==> config.mk <==
export PLATFORM = sky130hd
export DESIGN_NAME = serial_frame_builder_core_flat
export DESIGN_NICKNAME = d
export VERILOG_FILES = /design/src/rtl/sfb_pkg.sv /design/src/rtl/sfb_ifs.sv /design/src/rtl/sfb_front.sv /design/src/rtl/sfb_queue.sv /design/src/rtl/sfb_back.sv /design/src/rtl/serial_frame_builder_core.sv /design/src/flat_wrapper.sv
export SDC_FILE = /design/constraint.sdc
export NUM_CORES = 1
export LEC_CHECK = 0
export BUFFER_PORTS_ARGS = -buffer_cell sky130_fd_sc_hd__buf_2
export CORE_MARGIN = 2
export CORE_UTILIZATION = 54
export CTS_CLUSTER_SIZE = 20
export DETAILED_ROUTE_END_ITERATION = 16
export PLACE_DENSITY = 0.71
export SLEW_MARGIN = 30
export SYNTH_ARGS = -nofsm -noshare
export SYNTH_HDL_FRONTEND = slang
export SYNTH_HIERARCHICAL = 1
export SYNTH_SLANG_ARGS = --single-unit
export TNS_END_PERCENT = 1
==> constraint.sdc <==
create_clock -name i_clk -period 2.48 [get_ports i_clk]
set_clock_uncertainty 0.2 [all_clocks]
set_input_delay 0.248 -clock i_clk [delete_from_list [all_inputs] [get_ports i_clk]]
set_output_delay 0.248 -clock i_clk [all_outputs]
set_load 0.005 [all_outputs]
==> src/rtl/sfb_pkg.sv <==
`timescale 1ns / 1ps

package sfb_pkg;

    localparam int QDEPTH = 4;
    localparam int QAW = $clog2(QDEPTH);
    localparam int CFG_IDX_W = 8;

    localparam logic OP_HEADER = 1'b0;
    localparam logic OP_DATA = 1'b1;

    localparam logic [CFG_IDX_W-1:0] REG_PROCESS_ID = CFG_IDX_W'(0);
    localparam logic [CFG_IDX_W-1:0] REG_END_MARKER = CFG_IDX_W'(1);

    localparam logic [7:0] SEQ_REQ_FLAG = 8'h80;
    localparam logic [6:0] REQ_NUM_MAX = 7'h7f;
    localparam logic [6:0] REQ_NUM_FIRST = 7'd1;

    typedef struct packed {
        logic       is_hdr;
        logic [7:0] cmd;
        logic [7:0] seq_byte;
        logic [7:0] b3;
        logic       close;
        logic [6:0] seq7;
    } t_cmd;

    typedef struct packed {
        logic valid;
        t_cmd entry;
    } t_push;

    typedef struct packed {
        logic valid;
        logic full;
    } t_qstat;

endpackage

==> src/rtl/sfb_ifs.sv <==
`timescale 1ns / 1ps

interface sfb_in_if;
    logic       valid;
    logic       ready;
    logic       operation;
    logic       is_request;
    logic [6:0] reply_number;
    logic [7:0] command;
    logic [7:0] data_length;
    logic [7:0] data_byte;

    modport source (output valid, output operation, output is_request, output reply_number,
                    output command, output data_length, output data_byte, input ready);
    modport sink (input valid, input operation, input is_request, input reply_number,
                  input command, input data_length, input data_byte, output ready);
endinterface

interface sfb_out_if;
    logic       valid;
    logic       ready;
    logic [7:0] frame_byte;
    logic       run_last;
    logic       frame_last;
    logic [6:0] request_number;

    modport source (output valid, output frame_byte, output run_last, output frame_last,
                    output request_number, input ready);
    modport sink (input valid, input frame_byte, input run_last, input frame_last,
                  input request_number, output ready);
endinterface

interface sfb_cfg_if;
    logic                          valid;
    logic                          ready;
    logic [sfb_pkg::CFG_IDX_W-1:0] index;
    logic [7:0]                    data;

    modport source (output valid, output index, output data, input ready);
    modport sink (input valid, input index, input data, output ready);
endinterface

==> src/rtl/sfb_front.sv <==
`timescale 1ns / 1ps

module sfb_front (
    input  logic            i_clk,
    input  logic            i_rst_n,
    sfb_in_if.sink          i_in,
    input  sfb_pkg::t_qstat i_qstat,
    output sfb_pkg::t_push  o_push
);

    logic [6:0] r_next_req;
    logic [7:0] r_remaining;
    logic       r_open;
    logic [6:0] r_frame_seq;

    logic [6:0] n_next_req;
    logic [7:0] n_remaining;
    logic       n_open;
    logic [6:0] n_frame_seq;

    logic       accept;
    logic [7:0] seq_byte;

    assign i_in.ready = !i_qstat.full;
    assign accept = i_in.valid && i_in.ready;

    always_comb begin
        n_next_req = r_next_req;
        n_remaining = r_remaining;
        n_open = r_open;
        n_frame_seq = r_frame_seq;
        seq_byte = {1'b0, i_in.reply_number};
        o_push = '0;
        if (i_in.is_request) begin
            seq_byte = sfb_pkg::SEQ_REQ_FLAG | {1'b0, r_next_req};
        end
        if (accept) begin
            if (i_in.operation == sfb_pkg::OP_HEADER) begin
                if (i_in.is_request) begin
                    n_next_req = (r_next_req == sfb_pkg::REQ_NUM_MAX) ?
                                 sfb_pkg::REQ_NUM_FIRST : r_next_req + 7'd1;
                end
                n_frame_seq = seq_byte[6:0];
                n_remaining = i_in.data_length;
                n_open = (i_in.data_length != 8'd0);
                o_push.valid = 1'b1;
                o_push.entry.is_hdr = 1'b1;
                o_push.entry.cmd = i_in.command;
                o_push.entry.seq_byte = seq_byte;
                o_push.entry.b3 = i_in.data_length;
                o_push.entry.close = (i_in.data_length == 8'd0);
                o_push.entry.seq7 = seq_byte[6:0];
            end else if (r_open) begin
                n_remaining = r_remaining - 8'd1;
                n_open = (r_remaining != 8'd1);
                o_push.valid = 1'b1;
                o_push.entry.is_hdr = 1'b0;
                o_push.entry.b3 = i_in.data_byte;
                o_push.entry.close = (r_remaining == 8'd1);
                o_push.entry.seq7 = r_frame_seq;
            end
        end
    end

    always_ff @(posedge i_clk) begin
        if (!i_rst_n) begin
            r_next_req <= sfb_pkg::REQ_NUM_FIRST;
            r_remaining <= 8'd0;
            r_open <= 1'b0;
            r_frame_seq <= 7'd0;
        end else begin
            r_next_req <= n_next_req;
            r_remaining <= n_remaining;
            r_open <= n_open;
            r_frame_seq <= n_frame_seq;
        end
    end

endmodule

==> src/rtl/sfb_queue.sv <==
`timescale 1ns / 1ps

module sfb_queue (
    input  logic            i_clk,
    input  logic            i_rst_n,
    input  sfb_pkg::t_push  i_push,
    input  logic            i_pop,
    output sfb_pkg::t_qstat o_qstat,
    output sfb_pkg::t_cmd   o_entry
);

    sfb_pkg::t_cmd          r_mem [sfb_pkg::QDEPTH];
    logic [sfb_pkg::QAW-1:0] r_wp;
    logic [sfb_pkg::QAW-1:0] r_rp;
    logic [sfb_pkg::QAW:0]   r_cnt;

    logic do_push;
    logic do_pop;

    assign o_qstat.valid = (r_cnt != '0);
    assign o_qstat.full = (r_cnt == (sfb_pkg::QAW+1)'(sfb_pkg::QDEPTH));
    assign o_entry = r_mem[r_rp];
    assign do_push = i_push.valid && !o_qstat.full;
    assign do_pop = i_pop && o_qstat.valid;

    always_ff @(posedge i_clk) begin
        if (do_push) begin
            r_mem[r_wp] <= i_push.entry;
        end
    end

    always_ff @(posedge i_clk) begin
        if (!i_rst_n) begin
            r_wp <= '0;
            r_rp <= '0;
            r_cnt <= '0;
        end else begin
            if (do_push) begin
                r_wp <= r_wp + 1'b1;
            end
            if (do_pop) begin
                r_rp <= r_rp + 1'b1;
            end
            if (do_push && !do_pop) begin
                r_cnt <= r_cnt + 1'b1;
            end else if (do_pop && !do_push) begin
                r_cnt <= r_cnt - 1'b1;
            end
        end
    end

endmodule

==> src/rtl/sfb_back.sv <==
`timescale 1ns / 1ps

module sfb_back (
    input  logic            i_clk,
    input  logic            i_rst_n,
    sfb_cfg_if.sink         i_cfg,
    input  sfb_pkg::t_qstat i_qstat,
    input  sfb_pkg::t_cmd   i_entry,
    output logic            o_pop,
    sfb_out_if.source       o_out
);

    typedef enum logic [2:0] {
        ST_PID,
        ST_CMD,
        ST_SEQ,
        ST_LEN,
        ST_CHK,
        ST_END
    } t_step;

    t_step         r_step;
    t_step         n_step;
    sfb_pkg::t_cmd r_cur;
    logic          r_busy;
    logic [7:0]    r_sum;
    logic [7:0]    n_sum;
    logic [7:0]    r_pid;
    logic [7:0]    r_end;
    logic          r_out_valid;
    logic [7:0]    r_out_byte;
    logic          r_run_last;
    logic          r_frame_last;
    logic [6:0]    r_req_num;

    logic       out_free;
    logic       emit;
    logic       last;
    logic [7:0] cur_byte;

    assign i_cfg.ready = 1'b1;
    assign out_free = !r_out_valid || o_out.ready;
    assign emit = r_busy && out_free;
    assign last = r_cur.close ? (r_step == ST_END) : (r_step == ST_LEN);
    assign o_pop = i_qstat.valid && (!r_busy || (emit && last));

    assign o_out.valid = r_out_valid;
    assign o_out.frame_byte = r_out_byte;
    assign o_out.run_last = r_run_last;
    assign o_out.frame_last = r_frame_last;
    assign o_out.request_number = r_req_num;

    always_comb begin
        cur_byte = r_end;
        n_sum = r_sum;
        n_step = ST_PID;
        case (r_step)
            ST_PID: begin
                cur_byte = r_pid;
                n_sum = r_pid;
                n_step = ST_CMD;
            end
            ST_CMD: begin
                cur_byte = r_cur.cmd;
                n_sum = r_sum + r_cur.cmd;
                n_step = ST_SEQ;
            end
            ST_SEQ: begin
                cur_byte = r_cur.seq_byte;
                n_sum = r_sum + r_cur.seq_byte;
                n_step = ST_LEN;
            end
            ST_LEN: begin
                cur_byte = r_cur.b3;
                n_sum = r_sum + r_cur.b3;
                n_step = ST_CHK;
            end
            ST_CHK: begin
                cur_byte = ~r_sum + 8'd1;
                n_step = ST_END;
            end
            default: begin
                cur_byte = r_end;
                n_step = ST_PID;
            end
        endcase
    end

    always_ff @(posedge i_clk) begin
        if (!i_rst_n) begin
            r_step <= ST_PID;
            r_busy <= 1'b0;
            r_sum <= 8'd0;
            r_pid <= 8'd0;
            r_end <= 8'd0;
            r_out_valid <= 1'b0;
        end else begin
            if (i_cfg.valid) begin
                if (i_cfg.index == sfb_pkg::REG_PROCESS_ID) begin
                    r_pid <= i_cfg.data;
                end else if (i_cfg.index == sfb_pkg::REG_END_MARKER) begin
                    r_end <= i_cfg.data;
                end
            end
            if (emit) begin
                r_out_valid <= 1'b1;
                r_out_byte <= cur_byte;
                r_run_last <= last;
                r_frame_last <= (r_step == ST_END);
                r_req_num <= r_cur.seq7;
                r_sum <= n_sum;
            end else if (o_out.ready) begin
                r_out_valid <= 1'b0;
            end
            if (o_pop) begin
                r_busy <= 1'b1;
                r_cur <= i_entry;
                r_step <= i_entry.is_hdr ? ST_PID : ST_LEN;
            end else if (emit) begin
                r_step <= n_step;
                if (last) begin
                    r_busy <= 1'b0;
                end
            end
        end
    end

endmodule

==> src/rtl/serial_frame_builder_core.sv <==
`timescale 1ns / 1ps

// Serial frame builder. Each accepted word on i_in is classified at once and queued
// (four entries); the output side sends one frame byte per cycle while o_out is ready,
// from a registered byte stage. A header word yields 4 bytes (process id, command,
// sequence, length), or 6 when the length is zero (checksum and end marker added); a
// payload word yields 1 byte, or 3 when it is the last one of its frame; a payload
// word outside an open frame is taken and yields nothing. Sustained rate is one output
// byte per cycle while o_out is ready; input words are taken back to back while the
// queue has room. i_cfg is always ready (index 0 process id, index 1 end marker).

module serial_frame_builder_core (
    input  logic      i_clk,
    input  logic      i_rst_n,
    sfb_in_if.sink    i_in,
    sfb_cfg_if.sink   i_cfg,
    sfb_out_if.source o_out
);

    sfb_pkg::t_push  push;
    sfb_pkg::t_qstat qstat;
    sfb_pkg::t_cmd   entry;
    logic            pop;

    sfb_front u_front (
        .i_clk   (i_clk),
        .i_rst_n (i_rst_n),
        .i_in    (i_in),
        .i_qstat (qstat),
        .o_push  (push)
    );

    sfb_queue u_queue (
        .i_clk   (i_clk),
        .i_rst_n (i_rst_n),
        .i_push  (push),
        .i_pop   (pop),
        .o_qstat (qstat),
        .o_entry (entry)
    );

    sfb_back u_back (
        .i_clk   (i_clk),
        .i_rst_n (i_rst_n),
        .i_cfg   (i_cfg),
        .i_qstat (qstat),
        .i_entry (entry),
        .o_pop   (pop),
        .o_out   (o_out)
    );

endmodule

==> src/flat_wrapper.sv <==
// flat-port wrapper written by rule: the top's interface ports become plain ports
module serial_frame_builder_core_flat 
  (i_clk, i_rst_n, i_in_valid, i_in_operation, i_in_is_request, i_in_reply_number, i_in_command, i_in_data_length, i_in_data_byte, i_in_ready, i_cfg_valid, i_cfg_index, i_cfg_data, i_cfg_ready, o_out_valid, o_out_frame_byte, o_out_run_last, o_out_frame_last, o_out_request_number, o_out_ready);
  sfb_in_if i_in_i ();
  sfb_cfg_if i_cfg_i ();
  sfb_out_if o_out_i ();
  input  logic i_clk;
  input  logic i_rst_n;
  input wire logic [$bits(i_in_i.valid)-1:0] i_in_valid;
  input wire logic [$bits(i_in_i.operation)-1:0] i_in_operation;
  input wire logic [$bits(i_in_i.is_request)-1:0] i_in_is_request;
  input wire logic [$bits(i_in_i.reply_number)-1:0] i_in_reply_number;
  input wire logic [$bits(i_in_i.command)-1:0] i_in_command;
  input wire logic [$bits(i_in_i.data_length)-1:0] i_in_data_length;
  input wire logic [$bits(i_in_i.data_byte)-1:0] i_in_data_byte;
  output wire logic [$bits(i_in_i.ready)-1:0] i_in_ready;
  input wire logic [$bits(i_cfg_i.valid)-1:0] i_cfg_valid;
  input wire logic [$bits(i_cfg_i.index)-1:0] i_cfg_index;
  input wire logic [$bits(i_cfg_i.data)-1:0] i_cfg_data;
  output wire logic [$bits(i_cfg_i.ready)-1:0] i_cfg_ready;
  output wire logic [$bits(o_out_i.valid)-1:0] o_out_valid;
  output wire logic [$bits(o_out_i.frame_byte)-1:0] o_out_frame_byte;
  output wire logic [$bits(o_out_i.run_last)-1:0] o_out_run_last;
  output wire logic [$bits(o_out_i.frame_last)-1:0] o_out_frame_last;
  output wire logic [$bits(o_out_i.request_number)-1:0] o_out_request_number;
  input wire logic [$bits(o_out_i.ready)-1:0] o_out_ready;
  assign i_in_i.valid = i_in_valid;
  assign i_in_i.operation = i_in_operation;
  assign i_in_i.is_request = i_in_is_request;
  assign i_in_i.reply_number = i_in_reply_number;
  assign i_in_i.command = i_in_command;
  assign i_in_i.data_length = i_in_data_length;
  assign i_in_i.data_byte = i_in_data_byte;
  assign i_in_ready = i_in_i.ready;
  assign i_cfg_i.valid = i_cfg_valid;
  assign i_cfg_i.index = i_cfg_index;
  assign i_cfg_i.data = i_cfg_data;
  assign i_cfg_ready = i_cfg_i.ready;
  assign o_out_valid = o_out_i.valid;
  assign o_out_frame_byte = o_out_i.frame_byte;
  assign o_out_run_last = o_out_i.run_last;
  assign o_out_frame_last = o_out_i.frame_last;
  assign o_out_request_number = o_out_i.request_number;
  assign o_out_i.ready = o_out_ready;
  serial_frame_builder_core u_core (.i_clk(i_clk), .i_rst_n(i_rst_n), .i_in(i_in_i), .i_cfg(i_cfg_i), .o_out(o_out_i));
endmodule
# Word-level counts from Yosys, hierarchy flattened
# Memories as Yosys holds them, arrays and structs flattened. A register that Yosys moved wholly into a read port is not among the register bits.
# Cells that the tools add are included.
# word_totals
ff_bits,108
ramBits,132
output_inout_bits,20
wordCells,111
n_memories,1
# memory_table
name,depth,width,rd,rd_ports_with_merged_regs,wr,line,source
u_core.u_queue.r_mem,4,33,1,1,1,sfb_queue.sv:12,sfb_pkg::t_cmd r_mem [sfb_pkg::QDEPTH];
# classes
addsub,10
eq_ne,11
n_mux,30
n_bitwise,3
reduce_logical,34
# op_table
op,count
$mux 16,3
$pmux 8 s5,1
$mux 34,1
$pmux 8 s4,1
$add 8x8->8,3
$mux 8,3
$eq 8x1->1 const B,2
$logic_not 8->1,2
$pmux 3 s5,1
$reduce_and 2->1,7
$mux 3,4
$mux 1,10
$mux 2,5
$eq 3x3->1 const B,3
$add 8x1->8 const B,1
$logic_and 1x1->1,8
$ne 8x1->1 const B,1
$not 8->8,1
$reduce_bool 2->1,4
$reduce_bool 8->1,1
$sub 8x1->8 const B,1
$add 7x1->7 const B,1
$eq 7x7->1 const B,1
$mux 7,1
13 further kinds,22

# Longest topological paths before layout
# Gate-level depths: netlist of run 1.
# logic_depth
word_depth,10
mapped_depth,12
mapped_depth_nobuf,11

# By module
# Netlist of run 1, hierarchy kept.
# by_module_without_submodules
mod,instances,cells_per_inst,area_per_inst_um2,seq_area_each_um2
sfb_queue,1,221,5298.8,4144.0
sfb_back,1,326,3779.9,2052.0
sfb_front,1,181,1481.4,460.4

# Least setup slack after synthesis of run 1
# Ideal clock, no wire load.
# synth_path
path_kind,flip-flop to flip-flop
start,reg u_core/u_queue/r_cnt[0] in the netlist's numbering
end,reg u_core/u_queue/r_cnt[2] in the netlist's numbering
arrival_time_ps,2473
required_ps,2204
path_slack_ps,-268
path_stages_with_launch,13
synth_period_minus_slack_ps,2748
path_cell_list,dfxtp_1 -> nor3b_2 -> nor2b_1 -> o21ai_1 -> inv_1 -> nor2b_1 -> buf_6 -> ha_1 -> inv_1 -> fa_1 -> xor2_1 -> or3_1 -> a21boi_0
# synth_lines
item,line,source
start: declaration,sfb_queue.sv:15,logic [sfb_pkg::QAW:0] r_cnt;
start signal: assignment,sfb_queue.sv:45,r_cnt <= r_cnt + 1'b1;
start signal: assignment,sfb_queue.sv:47,r_cnt <= r_cnt - 1'b1;

# Worst setup path after layout of run 1
# layout_path
start,reg u_core/u_back/r_cur[7] in the netlist's numbering
end,reg u_core/u_queue/r_cnt[2] in the netlist's numbering
# layout_between
elab_chain_cells,8
# layout_rtl
item,line,source
start: declaration,sfb_back.sv:24,sfb_pkg::t_cmd r_cur;
start signal: assignment,sfb_back.sv:117,r_cur <= i_entry;
$mux 1 *,sfb_back.sv:44,assign last = r_cur.close ? (r_step == ST_END) : (r_step == ST_LEN);
$logic_and 1x1->1 *,sfb_back.sv:45,assign o_pop = i_qstat.valid && (!r_busy || (emit && last));
$logic_or 1x1->1 *,sfb_back.sv:45,
$logic_and 1x1->1 *,sfb_back.sv:45,
via u_core.pop,serial_frame_builder_core.sv:23,logic pop;
$logic_and 1x1->1 *,sfb_queue.sv:24,assign do_pop = i_pop && o_qstat.valid;
$logic_not 1->1,sfb_queue.sv:44,if (do_push && !do_pop) begin
$logic_and 1x1->1,sfb_queue.sv:44,
$mux 3 / $reduce_bool 2->1 (equally long branches),--,
# Mark *: on every way through the listed nets, which the timed path passes. The rest lies on a longest branch.
# A chain may end at the register's enable or synchronous reset.

==> results of run 1 <==
per-layer routing:
layer  up-vias  GRT usage  wire (µm)
met2       223      0.400      11300
met5         -          0          0
li1       3057          -          -
met1      3200      0.300       9530
met4         0     0.0769        679
met3        46     0.0330       1270
cell type report:
class | instances | share of cell area
clock inverter | 10 | 0.00482
timing repair buffer | 159 | 0.0938
inverter | 23 | 0.00719
sequential | 242 | 0.525
clock buffer | 36 | 0.0605
multi-input combinational | 426 | 0.283
tap | 265 | 0.0261
cells in the mapped netlist (2+ instances only):
master / n
sky130_fd_sc_hd__ha_1: 18
sky130_fd_sc_hd__fa_1: 2
sky130_fd_sc_hd__a21o_1: 12
sky130_fd_sc_hd__nor3_1: 7
sky130_fd_sc_hd__a21boi_0: 5
sky130_fd_sc_hd__nand2b_1: 4
sky130_fd_sc_hd__inv_1: 21
sky130_fd_sc_hd__o21ai_0: 18
sky130_fd_sc_hd__nor2_1: 47
sky130_fd_sc_hd__and3_1: 6
sky130_fd_sc_hd__and4_1: 3
sky130_fd_sc_hd__edfxtp_1: 181
sky130_fd_sc_hd__a211oi_1: 3
sky130_fd_sc_hd__or2_1: 2
sky130_fd_sc_hd__mux2_2: 3
sky130_fd_sc_hd__clkbuf_1: 10
sky130_fd_sc_hd__and2_1: 18
sky130_fd_sc_hd__xnor2_1: 11
sky130_fd_sc_hd__buf_2: 13
sky130_fd_sc_hd__a31oi_1: 8
sky130_fd_sc_hd__a22o_1: 9
sky130_fd_sc_hd__nor3b_2: 2
sky130_fd_sc_hd__nand4_1: 2
sky130_fd_sc_hd__o22ai_1: 3
sky130_fd_sc_hd__buf_6: 6
sky130_fd_sc_hd__xor2_1: 7
sky130_fd_sc_hd__o22a_1: 4
sky130_fd_sc_hd__nor2b_1: 22
sky130_fd_sc_hd__dfxtp_1: 61
sky130_fd_sc_hd__mux4_2: 36
sky130_fd_sc_hd__o221ai_1: 3
sky130_fd_sc_hd__nor4_1: 4
sky130_fd_sc_hd__a21oi_1: 33
sky130_fd_sc_hd__nor4b_1: 2
sky130_fd_sc_hd__nand4b_1: 3
sky130_fd_sc_hd__nand3_1: 7
sky130_fd_sc_hd__mux4_1: 3
sky130_fd_sc_hd__buf_4: 4
sky130_fd_sc_hd__mux2i_1: 33
sky130_fd_sc_hd__or3_1: 4
sky130_fd_sc_hd__nor2_4: 2
sky130_fd_sc_hd__nand2_1: 44
sky130_fd_sc_hd__buf_12: 3
sky130_fd_sc_hd__o211ai_1: 6
what timing repair did:
action                                  CTS  global route
hold buffers                             35             0
setup buffers                             2             0
hold endpoints to repair                 91             0
pin swaps                                 6             0
gates resized for setup                   8             9
endpoints found under the setup margin    4             6
kinds of logic after synthesis:
group,after synthesis
compound gates,122
xor+xnor,18
fa+ha+maj,20
buf+inv,60
flops,242
mux,75
other cells,1
simple gates,190
report_power, final:
part           switching [µW]  leakage, µW  total, µW  internal [µW]
clock network            1520     0.000412       3680           2160
registers                 334      0.00218       5360           5030
logic                    1780      0.00211       3410           1630
total                    3640      0.00470      12500           8820
sequential cells by signal, summed over array words and instances (netlist names), named ones only:
name	count
u_core/u_queue/r_mem	132
u_core/u_back/r_cur	32
u_core/u_back/o_out.frame_byte	8
u_core/u_back/r_end	8
u_core/u_back/r_pid	8
u_core/u_back/r_sum	8
u_core/u_front/r_remaining	8
u_core/u_back/o_out.request_number	7
u_core/u_front/r_frame_seq	7
u_core/u_front/r_next_req	7
u_core/u_back/r_step	3
u_core/u_queue/r_cnt	3
u_core/u_queue/r_rp	2
u_core/u_queue/r_wp	2
u_core/u_back/o_out.frame_last	1
u_core/u_back/o_out.run_last	1
u_core/u_back/o_out.valid	1
u_core/u_back/r_busy	1
u_core/u_front/r_open	1
worst max-delay path, cell delays in order, from the launching register on:
cell,delay (ns)
sky130_fd_sc_hd__edfxtp_1,0.39
sky130_fd_sc_hd__and3b_2,0.24
sky130_fd_sc_hd__o211ai_2,0.19
sky130_fd_sc_hd__a21boi_2,0.09
sky130_fd_sc_hd__o31ai_2,0.09
sky130_fd_sc_hd__ha_2,0.23
sky130_fd_sc_hd__inv_1,0.05
sky130_fd_sc_hd__fa_2,0.33
sky130_fd_sc_hd__xor2_1,0.15
sky130_fd_sc_hd__or3_1,0.32
sky130_fd_sc_hd__a21boi_1,0.13
layout by cell type, fill, tap and decap left out, types with 26 or more instances in the layout:
cell type / Yosys / layout
sky130_fd_sc_hd__edfxtp_1: 181 / 181
sky130_fd_sc_hd__buf_2: 13 / 72
sky130_fd_sc_hd__dfxtp_1: 61 / 56
sky130_fd_sc_hd__nor2_1: 47 / 47
sky130_fd_sc_hd__buf_4: 4 / 44
sky130_fd_sc_hd__nand2_1: 44 / 44
sky130_fd_sc_hd__mux4_2: 36 / 36
sky130_fd_sc_hd__dlygate4sd3_1: 0 / 35
sky130_fd_sc_hd__mux2i_1: 33 / 32
sky130_fd_sc_hd__a21oi_1: 33 / 31
sky130_fd_sc_hd__clkbuf_16: 0 / 26
stage by stage:
stage                     setup slack, ns  setup TNS (ns)
after floorplan                   -0.0668           -8.10
after global placement            -0.0743         -0.0952
after detailed placement           -0.161          -0.332
after CTS                        -0.00182        -0.00182
after global routing               -0.127          -0.324
final                            -0.00627        -0.00627
final timing paths:
check | endpoint | cells past startpoint | from
worst max-delay path | u_core/u_queue/r_cnt[2] | 10 | u_core/u_back/r_cur[7]
worst min-delay path | u_core/u_queue/r_mem[1][13] | 2 | i_in_data_byte[5]
worst max register to register | u_core/u_queue/r_cnt[2] | 10 | u_core/u_back/r_cur[7]
worst min register to register | u_core/u_back/o_out.request_number[3] | 0 | u_core/u_back/r_cur[3]
==> qor_table.md, run 1 <==
| Result | This run |
|:---|:---|
| Result of the run | finished with violations |
| Violated checks | negative setup slack |
| Tightest Pin Transition | 0.659 ns |
| Data arrival time of the critical path | 2.73 ns |
| Worst hold slack | 0.0162 ns |
| Number of search-and-repair iterations in the first detailed-routing pass | 5 |
| Placed Instances | 1078 |
| # diodes | 0 |
| H-tree level count | 1 |
| Count of flip-flops with a built-in enable after synthesis | 181 |
| Worst min-delay path class | in2reg |
| Peak VDD IR | 0.000570 V |
| Fillers | 1354 |
| Routability congestion estimate from global placement | 0.944 |
| Final routed DRC violation total | 0 |
| Final core utilization | 0.657 |
| Max-cap violations | 0 |
| Number of register bits inferred by synthesis | 242 |
| Clock Path Buffers | 3 |
| Fin worst setup slack | -0.00627 ns |
| Number of rows in the core area | 51 |
| Vias in the first global route | 6864 |
| Share of layout cells above drive strength 1 | 0.267 |
| Max_slew headroom | 0.560 |
| Total area of multi-input combinational cells | 3590 µm² |
| Post-Synth Simple-Gate Area | 0.0973 |
| Die Span X | 144 µm |
| Via count of the routed design | 6526 |
| Netlist area before placement | 10600 µm² |
| Unrepaired setup endpoints after global routing | yes |
| Number of pins exceeding their max-slew limit in the final report | 0 |
| Highest achievable clock rate | 402 MHz |
| Area delta synth->final | 20.3% |
| Wire length per cell after detailed routing | 19.6 µm |
| Number of antenna violations at the first check in global routing | 0 |
| Most frequently used flop master after synthesis | sky130_fd_sc_hd__edfxtp_1 |
| Synthesis Warnings | 6 |
| Antenna Violating Nets Remaining | 0 |
| Port Buf Inserts | 72 |
| Xor/xnor cell area share of the yosys netlist | 0.0149 |
| Num CTS Buffers | 25 |
| Die Outline Area | 20700 µm² |
| Clock Pin Slew Worst Setup and Hold Paths | 0.06 ns |
| Drt first-iter violations | 475 |
| Number of cells produced by synthesis | 728 |
| Largest area contributor in the synthesized netlist | sky130_fd_sc_hd__edfxtp_1 |
| Reported leakage power | 0.00470 µW |
| Power Density | 980 nW/µm² |
| Post-synthesis share of cell area spent on full adders, half adders and majority gates | 0.0251 |
| Time the worst path needs with I/O delays and setup | 2.49 ns |
| Final cycle utilization of the critical path | 1.00 |
| Placed instance area | 11500 µm² |
| Compound-gate portion of the synthesized area | 0.0786 |
| Area occupied by registers | 6670 µm² |
| Area contributors post-synth | sky130_fd_sc_hd__edfxtp_1 (51%), sky130_fd_sc_hd__dfxtp_1 (12%), sky130_fd_sc_hd__mux4_2 (7.7%) |
| Top-area cell type share of the netlist area | 0.515 |
| Kind of start point of the critical path | register |
| Final hold vios | 0 |
| Number of primary I/O pins | 74 |
| Pin count of the biggest net entering global routing | 34 |
| Global-route usage over all layers | 0.230 |
| Total detailed-routing wirelength | 22800 µm |
| First-pass GRT wire length | 36600 µm |
| Worst-skew pair later-pin latency | 0.51 ns |
| Share of the yosys chip area belonging to registers | 0.630 |
| Half-perimeter wire length after placement | 15200 µm |
| Final setup viols | 1 |
| Register-to-register setup slack | -0.006 ns |
| Clock tree from TritonCTS | built |
| Buffer cell driving the clock tree root | sky130_fd_sc_hd__clkbuf_16 |
| Mapped Nets | 802 |
| Count of different cell masters after synthesis | 77 |
| CP required | 2.72 ns |
| Clock sinks | 242 |
| Share of flip-flops with an asynchronous set or reset after synthesis | 0 |
| Crit-path max FO | 2 |
| Largest family of logic cells by synthesized area | multiplexers |
| Post-layout total power | 12500 µW |
| Post-route cell area | 12700 µm² |
| Std-Cell Core Area | 19300 µm² |
| Initial core utilization | 0.546 |
| Final nets | 951 |
| Post-Syn Area per Cell | 14.5 µm² |
| Worst Path Class, Setup | reg2reg |
| Number of vias per cell after detailed routing | 5.62 |
| Post-route insts no fill | 1161 |
| Critical path endpoint category | register |
| Residual overflow from global routing | 0 |
| Vertical die dimension | 144 µm |
| Proportion of synthesized area in mux cells | 0.119 |
(Power assumes the default switching activity.)
==> inputs of run 2 (changes only) <==
GPL_TIMING_DRIVEN = 0   (was not set)
MAX_ROUTING_LAYER = met4   (was not set)
SKIP_LAST_GASP = 1   (was not set)
==> qor_table.md, run 2 (synthesis gave the netlist of run 1 again) <==
| Result | This run | Change |
|:---|:---|:---|
| Result of the run | finished with violations |  |
| Violated checks | negative setup slack |  |
| Total area of multi-input combinational cells | 3630 µm² | +1.0% |
| Die Span X | 144 µm | unchanged |
| Global-route usage over all layers | 0.238 | +0.00759 |
| Max_slew headroom | 0.388 | -0.172 |
| GRT Max-Usage Layer | met2 |  |
| Share of layout cells above drive strength 1 | 0.260 | -0.00674 |
| Vertical die dimension | 144 µm | unchanged |
| Most frequent standard cell in the layout excluding fill and tap cells | sky130_fd_sc_hd__edfxtp_1 |  |
| Via count of the routed design | 6668 | +2.2% |
| Internal Power | 9170 µW | +4.1% |
| Antenna Violating Nets Remaining | 0 | unchanged |
| Area occupied by registers | 6670 µm² | about the same |
| Unrepaired setup endpoints after global routing | yes |  |
| Number of search-and-repair iterations in the first detailed-routing pass | 4 | -1 |
| Total detailed-routing wirelength | 23600 µm | +3.7% |
| H-tree level count | 1 | unchanged |
| Top reg by flops | u_core/u_queue/r_mem |  |
| Clock tree from TritonCTS | built |  |
| Power Density | 1010 nW/µm² | +2.7% |
| Clock Path Buffers | 3 | unchanged |
| Total negative setup slack | -1.01 ns | -1.01 ns |
| Clock network fraction of total power | 0.305 | +0.009 |
| Die Outline Area | 20700 µm² | unchanged |
| Final nets | 955 | +0.42% |
| Relative contribution of sequential cells to total power | 0.416 | -0.015 |
| Post-route insts no fill | 1167 | +0.52% |
| Fillers | 1383 | +2.1% |
| Peak VDD IR | 0.000498 V | -13% |
| Tightest Pin Transition | 0.917 ns | +0.258 ns |
| Number of pins exceeding their max-slew limit in the final report | 0 | unchanged |
| Time the worst path needs with I/O delays and setup | 2.60 ns | +0.118 ns |
| Critical path origin | u_core/u_back/r_cur[7] |  |
| Number of primary I/O pins | 74 | unchanged |
| Placed Instances | 1067 | -1.0% |
| Number of vias per cell after detailed routing | 5.71 | +1.7% |
| Residual overflow from global routing | 0 | unchanged |
| Highest achievable clock rate | 384 MHz | -4.5% |
| Number of flip-flops in the largest register | 132 | unchanged |
| Met1 global-route usage | 0.296 | -0.00447 |
| Critical path endpoint category | register |  |
| Clock sinks | 242 | unchanged |
| Combinational share of power | 0.279 | +0.005 |
| Port Buf Inserts | 71 | -1.4% |
| Area delta synth->final | 21.1% |  |
| FF-to-FF Start | u_core/u_back/r_cur[7] |  |
| Data arrival time of the critical path | 2.85 ns | +0.12 ns |
| Worst-skew pair later-pin latency | 0.53 ns | +0.02 ns |
| Number of antenna violations at the first check in global routing | 0 | unchanged |
| Fin worst setup slack | -0.124 ns | -0.118 ns |
| Std-Cell Core Area | 19300 µm² | unchanged |
| Pin count of the biggest net entering global routing | 34 | unchanged |
| Switching power summed over all nets | 3700 µW | +1.7% |
| Buffer cell driving the clock tree root | sky130_fd_sc_hd__clkbuf_16 |  |
| Worst min-delay path class | in2reg |  |
| CP required | 2.72 ns | about the same |
| Final routed DRC violation total | 0 | unchanged |
| Met3 global-route usage | 0.0357 | +0.00267 |
| Vias in the first global route | 6782 | -1.2% |
| Worst Path Class, Setup | reg2reg |  |
| Hold Path Origin | i_in_reply_number[4] |  |
| Net switching fraction of the power | 0.287 | -0.00467 |
| Routability congestion estimate from global placement | 0.943 | about the same |
| Reported leakage power | 0.00472 µW | +0.33% |
| Drt first-iter violations | 532 | +12% |
| First-pass GRT wire length | 36200 µm | -1.0% |
| Num CTS Buffers | 25 | unchanged |
| Crit-path max FO | 3 | +1 |
| Clock Pin Slew Worst Setup and Hold Paths | 0.06 ns | about the same |
| Commonest cells after routing, fill and taps aside | sky130_fd_sc_hd__edfxtp_1 (181), sky130_fd_sc_hd__buf_2 (82), sky130_fd_sc_hd__dfxtp_1 (56) |  |
| Wire length per cell after detailed routing | 20.2 µm | +3.1% |
| Max-cap violations | 0 | unchanged |
| Kind of start point of the critical path | register |  |
| Number of rows in the core area | 51 | unchanged |
| Final hold vios | 0 | unchanged |
| Initial core utilization | 0.546 | unchanged |
| Final setup viols | 45 | +44 |
| Largest registers ranked by flip-flop count | u_core/u_queue/r_mem (132), u_core/u_back/r_cur (32) |  |
| Global Route met2 Usage | 0.392 | -0.00802 |
| Half-perimeter wire length after placement | 15800 µm | +3.4% |
| Final cycle utilization of the critical path | 1.05 | +0.0475 |
## run 2: changes by cell type in the layout (fill, tap and decap cells not counted), moves of 3 or more
cell                        before  now
sky130_fd_sc_hd__and2_1         17   13
sky130_fd_sc_hd__buf_2          72   82
sky130_fd_sc_hd__buf_6           1    9
sky130_fd_sc_hd__clkbuf_1        2   14
sky130_fd_sc_hd__buf_4          44   20
sky130_fd_sc_hd__clkbuf_8        8    3
sky130_fd_sc_hd__and2_2          1    4
sky130_fd_sc_hd__bufinv_16       0    4
## run 2: power groups by stage
stage	registers [µW]	logic [µW]	clock network [µW]
final	5350	3600	3920
after global routing	5400	3910	4150
after CTS	5350	3420	4000
after detailed placement	5410	3250	0
after global placement	5390	3120	0
after floorplan	5310	2420	0
## run 2: through the flow
stage	hold WS, ns	util	setup slack [ns]	instance area (µm²)	power (µW)
2_1_floorplan	0.184	-	-0.0668	10600	7740
3_3_place_gp	0.200	0.583	-0.909	11300	8510
3_5_place_dp	0.207	0.586	-0.398	11300	8660
4_1_cts	0.00478	0.655	-0.147	12700	12800
5_1_grt	0.0745	0.661	-0.236	12800	13500
6_report	0.0575	0.662	-0.124	12800	12900
## run 2: worst paths after layout
kind | slack (ns) | cells past startpoint | to
max | -0.12 | 10 | u_core/u_queue/r_cnt[2]
min | 0.06 | 3 | u_core/u_queue/r_mem[2][20]
max reg2reg | -0.12 | 10 | u_core/u_queue/r_cnt[2]
min reg2reg | 0.22 | 0 | u_core/u_back/o_out.request_number[4]
## run 2: worst max-delay path: stages (launching register included)
cell,delay (ns)
sky130_fd_sc_hd__edfxtp_1,0.43
sky130_fd_sc_hd__and3b_2,0.26
sky130_fd_sc_hd__o211ai_4,0.24
sky130_fd_sc_hd__a21boi_4,0.13
sky130_fd_sc_hd__o31ai_4,0.09
sky130_fd_sc_hd__ha_2,0.23
sky130_fd_sc_hd__inv_1,0.05
sky130_fd_sc_hd__fa_2,0.33
sky130_fd_sc_hd__xor2_1,0.15
sky130_fd_sc_hd__or3_1,0.30
sky130_fd_sc_hd__a21boi_1,0.12
## run 2: timing repair
| action | CTS | global route |
|---|---|---|
| gates cloned | 0 | 0 |
| setup endpoints to repair | 143 | 73 |
| buffers inserted | 6 | 10 |
| resized for setup | 16 | 15 |
| endpoints found under the hold margin | 89 | 1 |
| hold buffers | 35 | 1 |
| pin swaps | 4 | 6 |
## run 2: metal layers
| metal | part of all wire | up-vias | wire length (µm) |
|---|---|---|---|
| met5 | 0 | - | 0 |
| met4 | 0.038 | 0 | 902 |
| met3 | 0.054 | 59 | 1270 |
| met2 | 0.50 | 248 | 11800 |
| met1 | 0.41 | 3280 | 9700 |
| li1 | - | 3081 | - |
## run 2: area by class of cell
type                            instances  share of cell area
Inverter                               23             0.00714
Sequential cell                       242               0.521
Multi-Input combinational cell        426               0.284
Tap cell                              265              0.0259
Clock buffer                           34              0.0556
Timing Repair Buffer                  126              0.0700
Antenna cell                            2            0.000391
Buffer                                 37              0.0231
Clock inverter                         12              0.0130
